==> config.mk <==
export PLATFORM = sky130hd
export DESIGN_NAME = periodic_event_scheduler_unit
export DESIGN_NICKNAME = d
export VERILOG_FILES = /design/src/rtl/core/pes_pkg.sv /design/src/rtl/core/pes_ram.sv /design/src/rtl/core/pes_front.sv /design/src/rtl/core/pes_back.sv /design/src/rtl/core/periodic_event_scheduler_unit.sv
export SDC_FILE = /design/constraint.sdc
export NUM_CORES = 2
export LEC_CHECK = 0
export ABC_AREA = 1
export BUFFER_PORTS_ARGS = -buffer_cell sky130_fd_sc_hd__buf_2
export CAP_MARGIN = 40
export CORE_MARGIN = 2
export CORE_UTILIZATION = 38
export CTS_CLUSTER_DIAMETER = 50
export DETAILED_ROUTE_END_ITERATION = 8
export GPL_ROUTABILITY_DRIVEN = 0
export GPL_TIMING_DRIVEN = 1
export PLACE_DENSITY = 0.54
export SYNTH_ARGS = -nofsm -noshare
export SYNTH_HDL_FRONTEND = slang
export SYNTH_MEMORY_MAX_BITS = 65536
export SYNTH_SLANG_ARGS = --single-unit
==> constraint.sdc <==
create_clock -name i_clk -period 7.55 [get_ports i_clk]
set_input_delay 1.1325 -clock i_clk [delete_from_list [all_inputs] [get_ports i_clk]]
set_output_delay 1.1325 -clock i_clk [all_outputs]
set_load 0.03 [all_outputs]
==> src/rtl/core/pes_pkg.sv <==
// shared types, codes and constants of the periodic event scheduler
package pes_pkg;

    // default table size
    localparam int MAX_SOURCES_DEF = 64;

    // depth of the command queue between front and back
    localparam int Q_DEPTH = 2;

    // input opcodes
    localparam logic [1:0] OP_CLEAR = 2'd0;
    localparam logic [1:0] OP_ADD   = 2'd1;
    localparam logic [1:0] OP_EMIT  = 2'd2;

    // result status codes
    localparam logic [1:0] ST_OK    = 2'd0;
    localparam logic [1:0] ST_FULL  = 2'd1;
    localparam logic [1:0] ST_EMPTY = 2'd2;

    // saturation value of the next time
    localparam logic [31:0] TIME_MAX = 32'hFFFF_FFFF;

    // one input transfer
    typedef struct packed {
        logic [1:0]  opcode;
        logic [15:0] source_id;
        logic [15:0] period;
    } t_in;

    // one result transfer
    typedef struct packed {
        logic [1:0]  status;
        logic [15:0] event_id;
        logic [31:0] event_time;
        logic        saturated;
    } t_out;

    // classified command kinds
    typedef enum logic [1:0] {
        K_NOP,
        K_CLEAR,
        K_ADD,
        K_EMIT
    } t_kind;

    // command held in the queue
    typedef struct packed {
        t_kind       kind;
        logic [15:0] source_id;
        logic [15:0] period;
    } t_cmd;

    // one table entry as stored in memory
    typedef struct packed {
        logic [15:0] id;
        logic [15:0] period;
        logic [31:0] next_time;
    } t_entry;

    localparam int ENTRY_W = $bits(t_entry);

endpackage

==> src/rtl/core/pes_ram.sv <==
// generic single-write, single-read ram with registered read data
module pes_ram #(
    parameter int WIDTH = 8,
    parameter int DEPTH = 16,
    localparam int AW = (DEPTH > 1) ? $clog2(DEPTH) : 1
) (
    input  logic             i_clk,
    input  logic             i_wr_en,
    input  logic [AW-1:0]    i_wr_addr,
    input  logic [WIDTH-1:0] i_wr_data,
    input  logic             i_rd_en,
    input  logic [AW-1:0]    i_rd_addr,
    output logic [WIDTH-1:0] o_rd_data
);

    logic [WIDTH-1:0] r_mem [DEPTH];
    logic [WIDTH-1:0] r_rd_data;

    // write port and registered read port
    always_ff @(posedge i_clk) begin
        if (i_wr_en) begin
            r_mem[i_wr_addr] <= i_wr_data;
        end
        if (i_rd_en) begin
            r_rd_data <= r_mem[i_rd_addr];
        end
    end

    assign o_rd_data = r_rd_data;

endmodule

==> src/rtl/core/pes_front.sv <==
// front end: accepts transfers, decodes the opcode, queues commands
module pes_front (
    input  logic           i_clk,
    input  logic           i_rst_n,
    input  logic           start,
    output logic           busy,
    input  pes_pkg::t_in   i_data,
    output logic           o_q_valid,
    input  logic           i_q_pop,
    output pes_pkg::t_cmd  o_q_cmd
);

    localparam int QAW = (pes_pkg::Q_DEPTH > 1) ? $clog2(pes_pkg::Q_DEPTH) : 1;
    localparam int QCW = $clog2(pes_pkg::Q_DEPTH + 1);

    pes_pkg::t_cmd  r_q [pes_pkg::Q_DEPTH];
    logic [QAW-1:0] r_wp;
    logic [QAW-1:0] r_rp;
    logic [QCW-1:0] r_cnt;
    pes_pkg::t_cmd  w_cmd;
    logic           w_push;

    // opcode decode
    always_comb begin
        w_cmd.source_id = i_data.source_id;
        w_cmd.period    = i_data.period;
        unique case (i_data.opcode)
            pes_pkg::OP_CLEAR: w_cmd.kind = pes_pkg::K_CLEAR;
            pes_pkg::OP_ADD:   w_cmd.kind = pes_pkg::K_ADD;
            pes_pkg::OP_EMIT:  w_cmd.kind = pes_pkg::K_EMIT;
            default:           w_cmd.kind = pes_pkg::K_NOP;
        endcase
    end

    assign busy   = (r_cnt == QCW'(pes_pkg::Q_DEPTH));
    assign w_push = start && !busy;

    // queue storage
    always_ff @(posedge i_clk) begin
        if (w_push) begin
            r_q[r_wp] <= w_cmd;
        end
    end

    // queue pointers and fill count
    always_ff @(posedge i_clk) begin
        if (!i_rst_n) begin
            r_wp  <= '0;
            r_rp  <= '0;
            r_cnt <= '0;
        end else begin
            if (w_push) begin
                r_wp <= (r_wp == QAW'(pes_pkg::Q_DEPTH - 1)) ? '0 : r_wp + 1'b1;
            end
            if (i_q_pop) begin
                r_rp <= (r_rp == QAW'(pes_pkg::Q_DEPTH - 1)) ? '0 : r_rp + 1'b1;
            end
            if (w_push && !i_q_pop) begin
                r_cnt <= r_cnt + 1'b1;
            end else if (!w_push && i_q_pop) begin
                r_cnt <= r_cnt - 1'b1;
            end
        end
    end

    assign o_q_valid = (r_cnt != '0);
    assign o_q_cmd   = r_q[r_rp];

    // queue checks
    a_pop_nonempty: assert property (@(posedge i_clk) disable iff (!i_rst_n)
        i_q_pop |-> (r_cnt != '0))
        else $error("pop from empty command queue");
    a_cnt_bound: assert property (@(posedge i_clk) disable iff (!i_rst_n)
        r_cnt <= QCW'(pes_pkg::Q_DEPTH))
        else $error("command queue overfilled");

endmodule

==> src/rtl/core/pes_back.sv <==
// back end: executes commands against the source table and drives results
module pes_back #(
    parameter int MAX_SOURCES = pes_pkg::MAX_SOURCES_DEF
) (
    input  logic          i_clk,
    input  logic          i_rst_n,
    input  logic          i_q_valid,
    output logic          o_q_pop,
    input  pes_pkg::t_cmd i_q_cmd,
    output logic          o_strobe,
    output pes_pkg::t_out o_result
);

    localparam int AW = (MAX_SOURCES > 1) ? $clog2(MAX_SOURCES) : 1;
    localparam int CW = $clog2(MAX_SOURCES + 1);

    typedef enum logic [1:0] {
        S_IDLE,
        S_SCAN,
        S_UPD
    } t_state;

    t_state          r_state;
    logic [CW-1:0]   r_count;
    logic [AW-1:0]   r_addr;
    logic            r_issue;
    logic            r_rd_valid;
    logic [AW-1:0]   r_rd_idx;
    logic            r_first;
    pes_pkg::t_entry r_best;
    logic [AW-1:0]   r_best_idx;
    logic            r_strobe;
    pes_pkg::t_out   r_result;

    logic                        w_wr_en;
    logic [AW-1:0]               w_wr_addr;
    pes_pkg::t_entry             w_wr_data;
    logic                        w_rd_en;
    logic [pes_pkg::ENTRY_W-1:0] w_rd_raw;
    pes_pkg::t_entry             w_rd;
    logic                        w_full;
    logic [CW-1:0]               w_last;
    logic                        w_take;
    logic [32:0]                 w_sum;
    logic [31:0]                 w_nt;
    logic                        w_quick;
    pes_pkg::t_out               w_quick_res;

    assign o_q_pop = (r_state == S_IDLE) && i_q_valid;
    assign w_full  = (r_count == CW'(MAX_SOURCES));
    assign w_last  = r_count - CW'(1);
    assign w_rd    = pes_pkg::t_entry'(w_rd_raw);

    // candidate beats current best: earlier time, or same time and lower id
    assign w_take = r_first || (w_rd.next_time < r_best.next_time) ||
                    ((w_rd.next_time == r_best.next_time) && (w_rd.id < r_best.id));

    // advance with saturation
    assign w_sum = {1'b0, r_best.next_time} + {17'b0, r_best.period};
    assign w_nt  = w_sum[32] ? pes_pkg::TIME_MAX : w_sum[31:0];

    // commands that finish in their idle cycle and the result they give
    assign w_quick = !((i_q_cmd.kind == pes_pkg::K_EMIT) && (r_count != '0));

    always_comb begin
        w_quick_res = '0;
        if ((i_q_cmd.kind == pes_pkg::K_ADD) && w_full) begin
            w_quick_res.status = pes_pkg::ST_FULL;
        end else if ((i_q_cmd.kind == pes_pkg::K_EMIT) && (r_count == '0)) begin
            w_quick_res.status = pes_pkg::ST_EMPTY;
        end
    end

    // table write port: add in idle, time update after a scan
    always_comb begin
        if (r_state == S_UPD) begin
            w_wr_en             = 1'b1;
            w_wr_addr           = r_best_idx;
            w_wr_data.id        = r_best.id;
            w_wr_data.period    = r_best.period;
            w_wr_data.next_time = w_nt;
        end else begin
            w_wr_en             = o_q_pop && (i_q_cmd.kind == pes_pkg::K_ADD) && !w_full;
            w_wr_addr           = r_count[AW-1:0];
            w_wr_data.id        = i_q_cmd.source_id;
            w_wr_data.period    = i_q_cmd.period;
            w_wr_data.next_time = {16'b0, i_q_cmd.period};
        end
    end

    assign w_rd_en = (r_state == S_SCAN) && r_issue;

    pes_ram #(
        .WIDTH (pes_pkg::ENTRY_W),
        .DEPTH (MAX_SOURCES)
    ) u_table (
        .i_clk     (i_clk),
        .i_wr_en   (w_wr_en),
        .i_wr_addr (w_wr_addr),
        .i_wr_data (w_wr_data),
        .i_rd_en   (w_rd_en),
        .i_rd_addr (r_addr),
        .o_rd_data (w_rd_raw)
    );

    // command sequencer and result register
    always_ff @(posedge i_clk) begin
        if (!i_rst_n) begin
            r_state    <= S_IDLE;
            r_count    <= '0;
            r_issue    <= 1'b0;
            r_rd_valid <= 1'b0;
            r_strobe   <= 1'b0;
        end else begin
            unique case (r_state)
                S_IDLE: begin
                    r_strobe <= i_q_valid && w_quick;
                    if (i_q_valid) begin
                        r_result <= w_quick_res;
                        case (i_q_cmd.kind)
                            pes_pkg::K_CLEAR: begin
                                r_count <= '0;
                            end
                            pes_pkg::K_ADD: begin
                                if (!w_full) begin
                                    r_count <= r_count + 1'b1;
                                end
                            end
                            pes_pkg::K_EMIT: begin
                                if (r_count != '0) begin
                                    r_addr  <= '0;
                                    r_issue <= 1'b1;
                                    r_first <= 1'b1;
                                    r_state <= S_SCAN;
                                end
                            end
                            default: begin
                            end
                        endcase
                    end
                end
                S_SCAN: begin
                    r_strobe <= 1'b0;
                    // issue one read a cycle
                    r_rd_valid <= r_issue;
                    r_rd_idx   <= r_addr;
                    if (r_issue) begin
                        if (r_addr == w_last[AW-1:0]) begin
                            r_issue <= 1'b0;
                        end else begin
                            r_addr <= r_addr + 1'b1;
                        end
                    end
                    // fold returned entry into the running best
                    if (r_rd_valid) begin
                        r_first <= 1'b0;
                        if (w_take) begin
                            r_best     <= w_rd;
                            r_best_idx <= r_rd_idx;
                        end
                        if (!r_issue) begin
                            r_state <= S_UPD;
                        end
                    end
                end
                S_UPD: begin
                    r_result.status     <= pes_pkg::ST_OK;
                    r_result.event_id   <= r_best.id;
                    r_result.event_time <= r_best.next_time;
                    r_result.saturated  <= (w_nt == pes_pkg::TIME_MAX);
                    r_strobe            <= 1'b1;
                    r_rd_valid          <= 1'b0;
                    r_state             <= S_IDLE;
                end
                default: begin
                    r_strobe <= 1'b0;
                    r_state  <= S_IDLE;
                end
            endcase
        end
    end

    assign o_strobe = r_strobe;
    assign o_result = r_result;

    // sequencer checks
    a_count_bound: assert property (@(posedge i_clk) disable iff (!i_rst_n)
        r_count <= CW'(MAX_SOURCES))
        else $error("entry count beyond table size");
    a_upd_result: assert property (@(posedge i_clk) disable iff (!i_rst_n)
        (r_state == S_UPD) |=> (r_strobe && (r_state == S_IDLE)))
        else $error("update did not produce a result");
    a_no_pop_busy: assert property (@(posedge i_clk) disable iff (!i_rst_n)
        (r_state != S_IDLE) |-> !o_q_pop)
        else $error("command taken while executing");
    a_scan_nonempty: assert property (@(posedge i_clk) disable iff (!i_rst_n)
        (r_state == S_SCAN) |-> (r_count != '0))
        else $error("scan started on empty table");

endmodule

==> src/rtl/core/periodic_event_scheduler_unit.sv <==
// top level of the periodic event scheduler: command queue front and table back
//
// A command is taken when start is high and busy is low; a queue of two
// commands sits in front of the executing logic, so busy rises only when
// both slots are taken. Every command gives exactly one result, shown for
// a single cycle with o_strobe high; the receiver cannot stall it. Clear,
// add, unused opcodes and an emit on an empty table put their result on the
// port from the result register once the back end takes them from the queue.
// An emit scans the table through the single read port of the table memory,
// one entry per cycle, then writes the advanced time back and registers its
// result; a following command waits in the queue meanwhile. No clearing pass
// runs after reset: the table is tracked by its fill count.
module periodic_event_scheduler_unit #(
    parameter int MAX_SOURCES = pes_pkg::MAX_SOURCES_DEF
) (
    input  logic          i_clk,
    input  logic          i_rst_n,
    input  logic          start,
    output logic          busy,
    input  pes_pkg::t_in  i_data,
    output logic          o_strobe,
    output pes_pkg::t_out o_result
);

    logic          w_q_valid;
    logic          w_q_pop;
    pes_pkg::t_cmd w_q_cmd;

    // accept and decode
    pes_front u_front (
        .i_clk     (i_clk),
        .i_rst_n   (i_rst_n),
        .start     (start),
        .busy      (busy),
        .i_data    (i_data),
        .o_q_valid (w_q_valid),
        .i_q_pop   (w_q_pop),
        .o_q_cmd   (w_q_cmd)
    );

    // execute against the table
    pes_back #(
        .MAX_SOURCES (MAX_SOURCES)
    ) u_back (
        .i_clk     (i_clk),
        .i_rst_n   (i_rst_n),
        .i_q_valid (w_q_valid),
        .o_q_pop   (w_q_pop),
        .i_q_cmd   (w_q_cmd),
        .o_strobe  (o_strobe),
        .o_result  (o_result)
    );

endmodule
==> summary.txt <==
Worst hold path
  – Hold crit path type: primary input to flop

Global routing
  – Initial antenna violation count: 23
  – Global-route wire length before repair: around 820000 um
  – Largest net degree at the start of global routing: around 190
  – Vias in the first global route: between 100k and 150k
  – Remaining Overflow, GRT: 0
  – GRT Overall Usage: 0.244

STA
  – Fmax: approximately 200 MHz
  – RSZ-0062 raised after global routing: no
  – Max Transition Viols Final: 0
  – Fin Setup TNS: 0 ps
  – Setup violators final: 0
  – Worst slew pin tran: 986 ps
  – Setup Skew: ~99 ps
  – Fin crit period: between 4000 and 5000 ps
  – Hold Fails Final Rpt: 0
  – Worst slew margin: 0.343
  – Fin crit share: 0.652

Worst setup path
  – Kind of end point of the critical path: flop
  – Slowest stage delay, CP: ~770 ps
  – Worst Path Arrival: ~5500 ps
  – Setup CP Type: flop to flop
  – Crit path launch type: flop
  – Req. time, crit path: around 8000 ps
  – Crit-path slowest cell: nor2_4
  – CP cell instances: inv_1 > ha_4 > inv_2 > buf_4 > or2_2 > o21ai_0 > nor2_1 > inv_1 > nor2_1 > nand2_1 > nor2_4 > buf_12
  – Critical Path Fanout Max: between 50 and 60

Yosys
  – Synth Area in XOR/XNOR: 0.000354
  – Post-Synth Adder-Cell Area: 0.00531
  – FF+latch count, synth: between 4000 and 5000
  – Number of flops mapped to enable cells by yosys: between 4000 and 5000
  – Main combinational cell family by area after synthesis: compound AO/OA/AOI/OAI gates
  – Mapped Avg Cell Area: about 13 um2
  – Mux contribution to synthesized area: 0
  – Synth Area in Simple Gates: 0.0864
  – Main area contributors after synthesis: edfxtp_1 76%, o21ai_0 6.8%, nor2_1 5.7%
  – Most frequent cell after synthesis: edfxtp_1
  – Post-Syn Nets: roughly 14000
  – Netlist cell types: 45
  – Post-synthesis cell area: around 0.17 mm2
  – Sequential-to-total area share from yosys stat: 0.758
  – Commonest cells in the netlist: 4362 x edfxtp_1, 2648 x nor2_1, 2358 x o21ai_0
  – Syn. warnings: 0
  – Synth Instances: 13409
  – Dominant cell type by area after synthesis: edfxtp_1
  – Complex-gate fraction of the synthesized area: 0.122
  – Share of the synthesized area in the top cell type: 0.756
  – Async set-reset flop share out of synthesis: 0
  – Top_reg_cell synth: edfxtp_1

CTS
  – CTS root buf: clkbuf_16
  – Clk Latency, worst-skew pair: about 1000 ps
  – # resized after CTS: 0
  – Clk sink count: around 4400
  – H-tree depth: 5
  – CTS tree: built
  – Clock Path Buffers: 4
  – CTS Buf Count: between 400 and 500
  – Hold-fix buffers at CTS: 0
  – Postcts setup bufs: 0
  – Worst-path clk slew: about 60 ps

Floorplanning
  – Die ar.: around 0.46 mm2
  – Row count: approximately 250
  – Die height: 679 um
  – Starting density of the core: 0.381
  – # IOs: 90
  – Die W: about 680 um
  – Core area: 0.455 mm2

Cells and area
  – Fillers: 41130
  – Total Nets Final: between 10000 and 15000
  – Area delta synth->final: 14.1%
  – Utilization after layout: 0.434
  – Share of layout cells above drive strength 1: 0.0898
  – Final std cells w/o fill: approximately 20000
  – Final standard cell area without fillers: about 0.20 mm2

Pwr
  – Sequential share of power: 0.491
  – Power per cell area: ~320 mW/mm2
  – NetSw: between 15 and 20 mW
  – Clock Power Share: 0.363
  – Pleak: 63.6 nW
  – Combinational power share: 0.146
  – VDD IR max: about 0.00035 V
  – Sw frac: 0.279
  – Int Pwr: ~45 mW

Drt
  – Via/cell ratio: slightly below 6
  – Antenna-violating nets left: 0
  – Total number of vias: 115526
  – DR DRC count: 0
  – Routed WL per cell: just under 30 um
  – DRT Pass-1 Iters: 6
  – Drt total wl: roughly 580000 um
  – Iter 0 DRT Violations: 15154

Place
  – IO Port Bufs: about 90
  – Detailed Place HPWL: just over 300000 um
  – Placed cell count: ~19000
  – Placed cell area: roughly 0.18 mm2

Outcome
  – Status: completed

Run
  – Total of max-cap violations: 0
[worst max-delay path, delay by kind of cell (launching register included)]
kind / cells / cell delay (ps)
adder cells (fa/ha/maj): 1 / 360
AND/OR/NAND/NOR: 5 / 1720
flip-flops: 1 / 360
AO/OA/AOI/OAI: 1 / 230
buffers and inverters: 5 / 1530
[worst paths after layout]
check	startpoint	end	slack [ps]	cells past startpoint
hold / removal	i_data[8]	u_front.r_q[1][8]$_DFFE_PP_	300	1
setup / recovery	u_back.r_state[0]$_SDFFE_PN0P_	u_back.u_table.r_mem[63][16]$_DFFE_PP_	2630	12
setup reg to reg	u_back.r_state[0]$_SDFFE_PN0P_	u_back.u_table.r_mem[63][16]$_DFFE_PP_	2630	12
hold reg to reg	u_back.r_rd_idx[2]$_DFFE_PP_	u_back.r_best_idx[2]$_DFFE_PP_	420	0
[final cells by class]
class,instances,area (um2),area share
Antenna cell,5,12.5,0.0000633
Clock buffer,556,12100,0.0609
Clock inverter,289,3030,0.0153
Inverter,247,981,0.00496
Multi-Input combinational cell,7861,38100,0.193
Sequential cell,4379,131000,0.664
Tap cell,6000,7510,0.0380
Timing Repair Buffer,441,4710,0.0238
[sequential cells by signal, indices dropped and copies added, names as in the netlist, named ones only]
signal / count
u_back.r_rd_valid: 1
u_back.r_first: 1
u_front.r_q: 68
u_back.o_result: 51
u_back.r_count: 7
u_front.r_wp: 1
u_back.u_table.o_rd_data: 64
u_front.r_cnt: 2
u_back.r_rd_idx: 6
u_back.o_strobe: 1
u_back.r_best: 64
u_back.r_issue: 1
u_back.r_addr: 6
u_back.u_table.r_mem: 4096
u_front.r_rp: 1
u_back.r_state: 2
u_back.r_best_idx: 6
[per-layer routing]
metal / part of all wire / vias up / global-route usage
met3: 0.092 / 933 / 0.0408
met1: 0.41 / 59195 / 0.343
li1: - / 49633 / -
met4: 0.031 / 8 / 0.0695
met2: 0.46 / 5757 / 0.389
met5: 0.00012 / - / 0
[placed cells by master, fill, tap and decap left out, types with 82 or more instances in the layout]
cell type  count
nand2_1      849
clkbuf_1      86
nand3_1      272
buf_2         94
o21ai_1      251
nor2_1      2581
buf_12       100
clkbuf_16    467
buf_4        225
o22ai_1     1202
clkinv_1     101
o21ai_0     2334
edfxtp_1    4362
inv_1        237
a21oi_1       82
[cell families (layout without fill, tap and decap cells)]
group / count (synthesis) / count (layout)
adder cells (fa/ha/maj): 73 / 73
other: 0 / 5
AO/OA/AOI/OAI: 3925 / 3925
AND/OR/NAND/NOR: 3856 / 3856
buffers and inverters: 1169 / 1533
flip-flops: 4379 / 4379
XOR/XNOR: 7 / 7
[power by group through the flow]
stage,sequential (mW),clock (mW),combinational [mW]
after CTS,30.8,23.0,9.07
final,30.8,22.8,9.16
after detailed placement,31.3,0,9.06
after global routing,30.9,24.0,9.77
after floorplan,31.9,0,4.35
after global placement,31.3,0,8.98
[stage by stage]
| step | hold WS [ps] | power [mW] | worst slack (ps) |
|---|---|---|---|
| CTS | 248 | 62.9 | 2800 |
| global placement | 403 | 40.3 | 2350 |
| detailed placement | 405 | 40.4 | 2880 |
| finish | 305 | 62.8 | 2630 |
| floorplan | 400 | 36.2 | 1760 |
| global route | 276 | 64.6 | 2620 |
(Power assumes the default switching activity.)
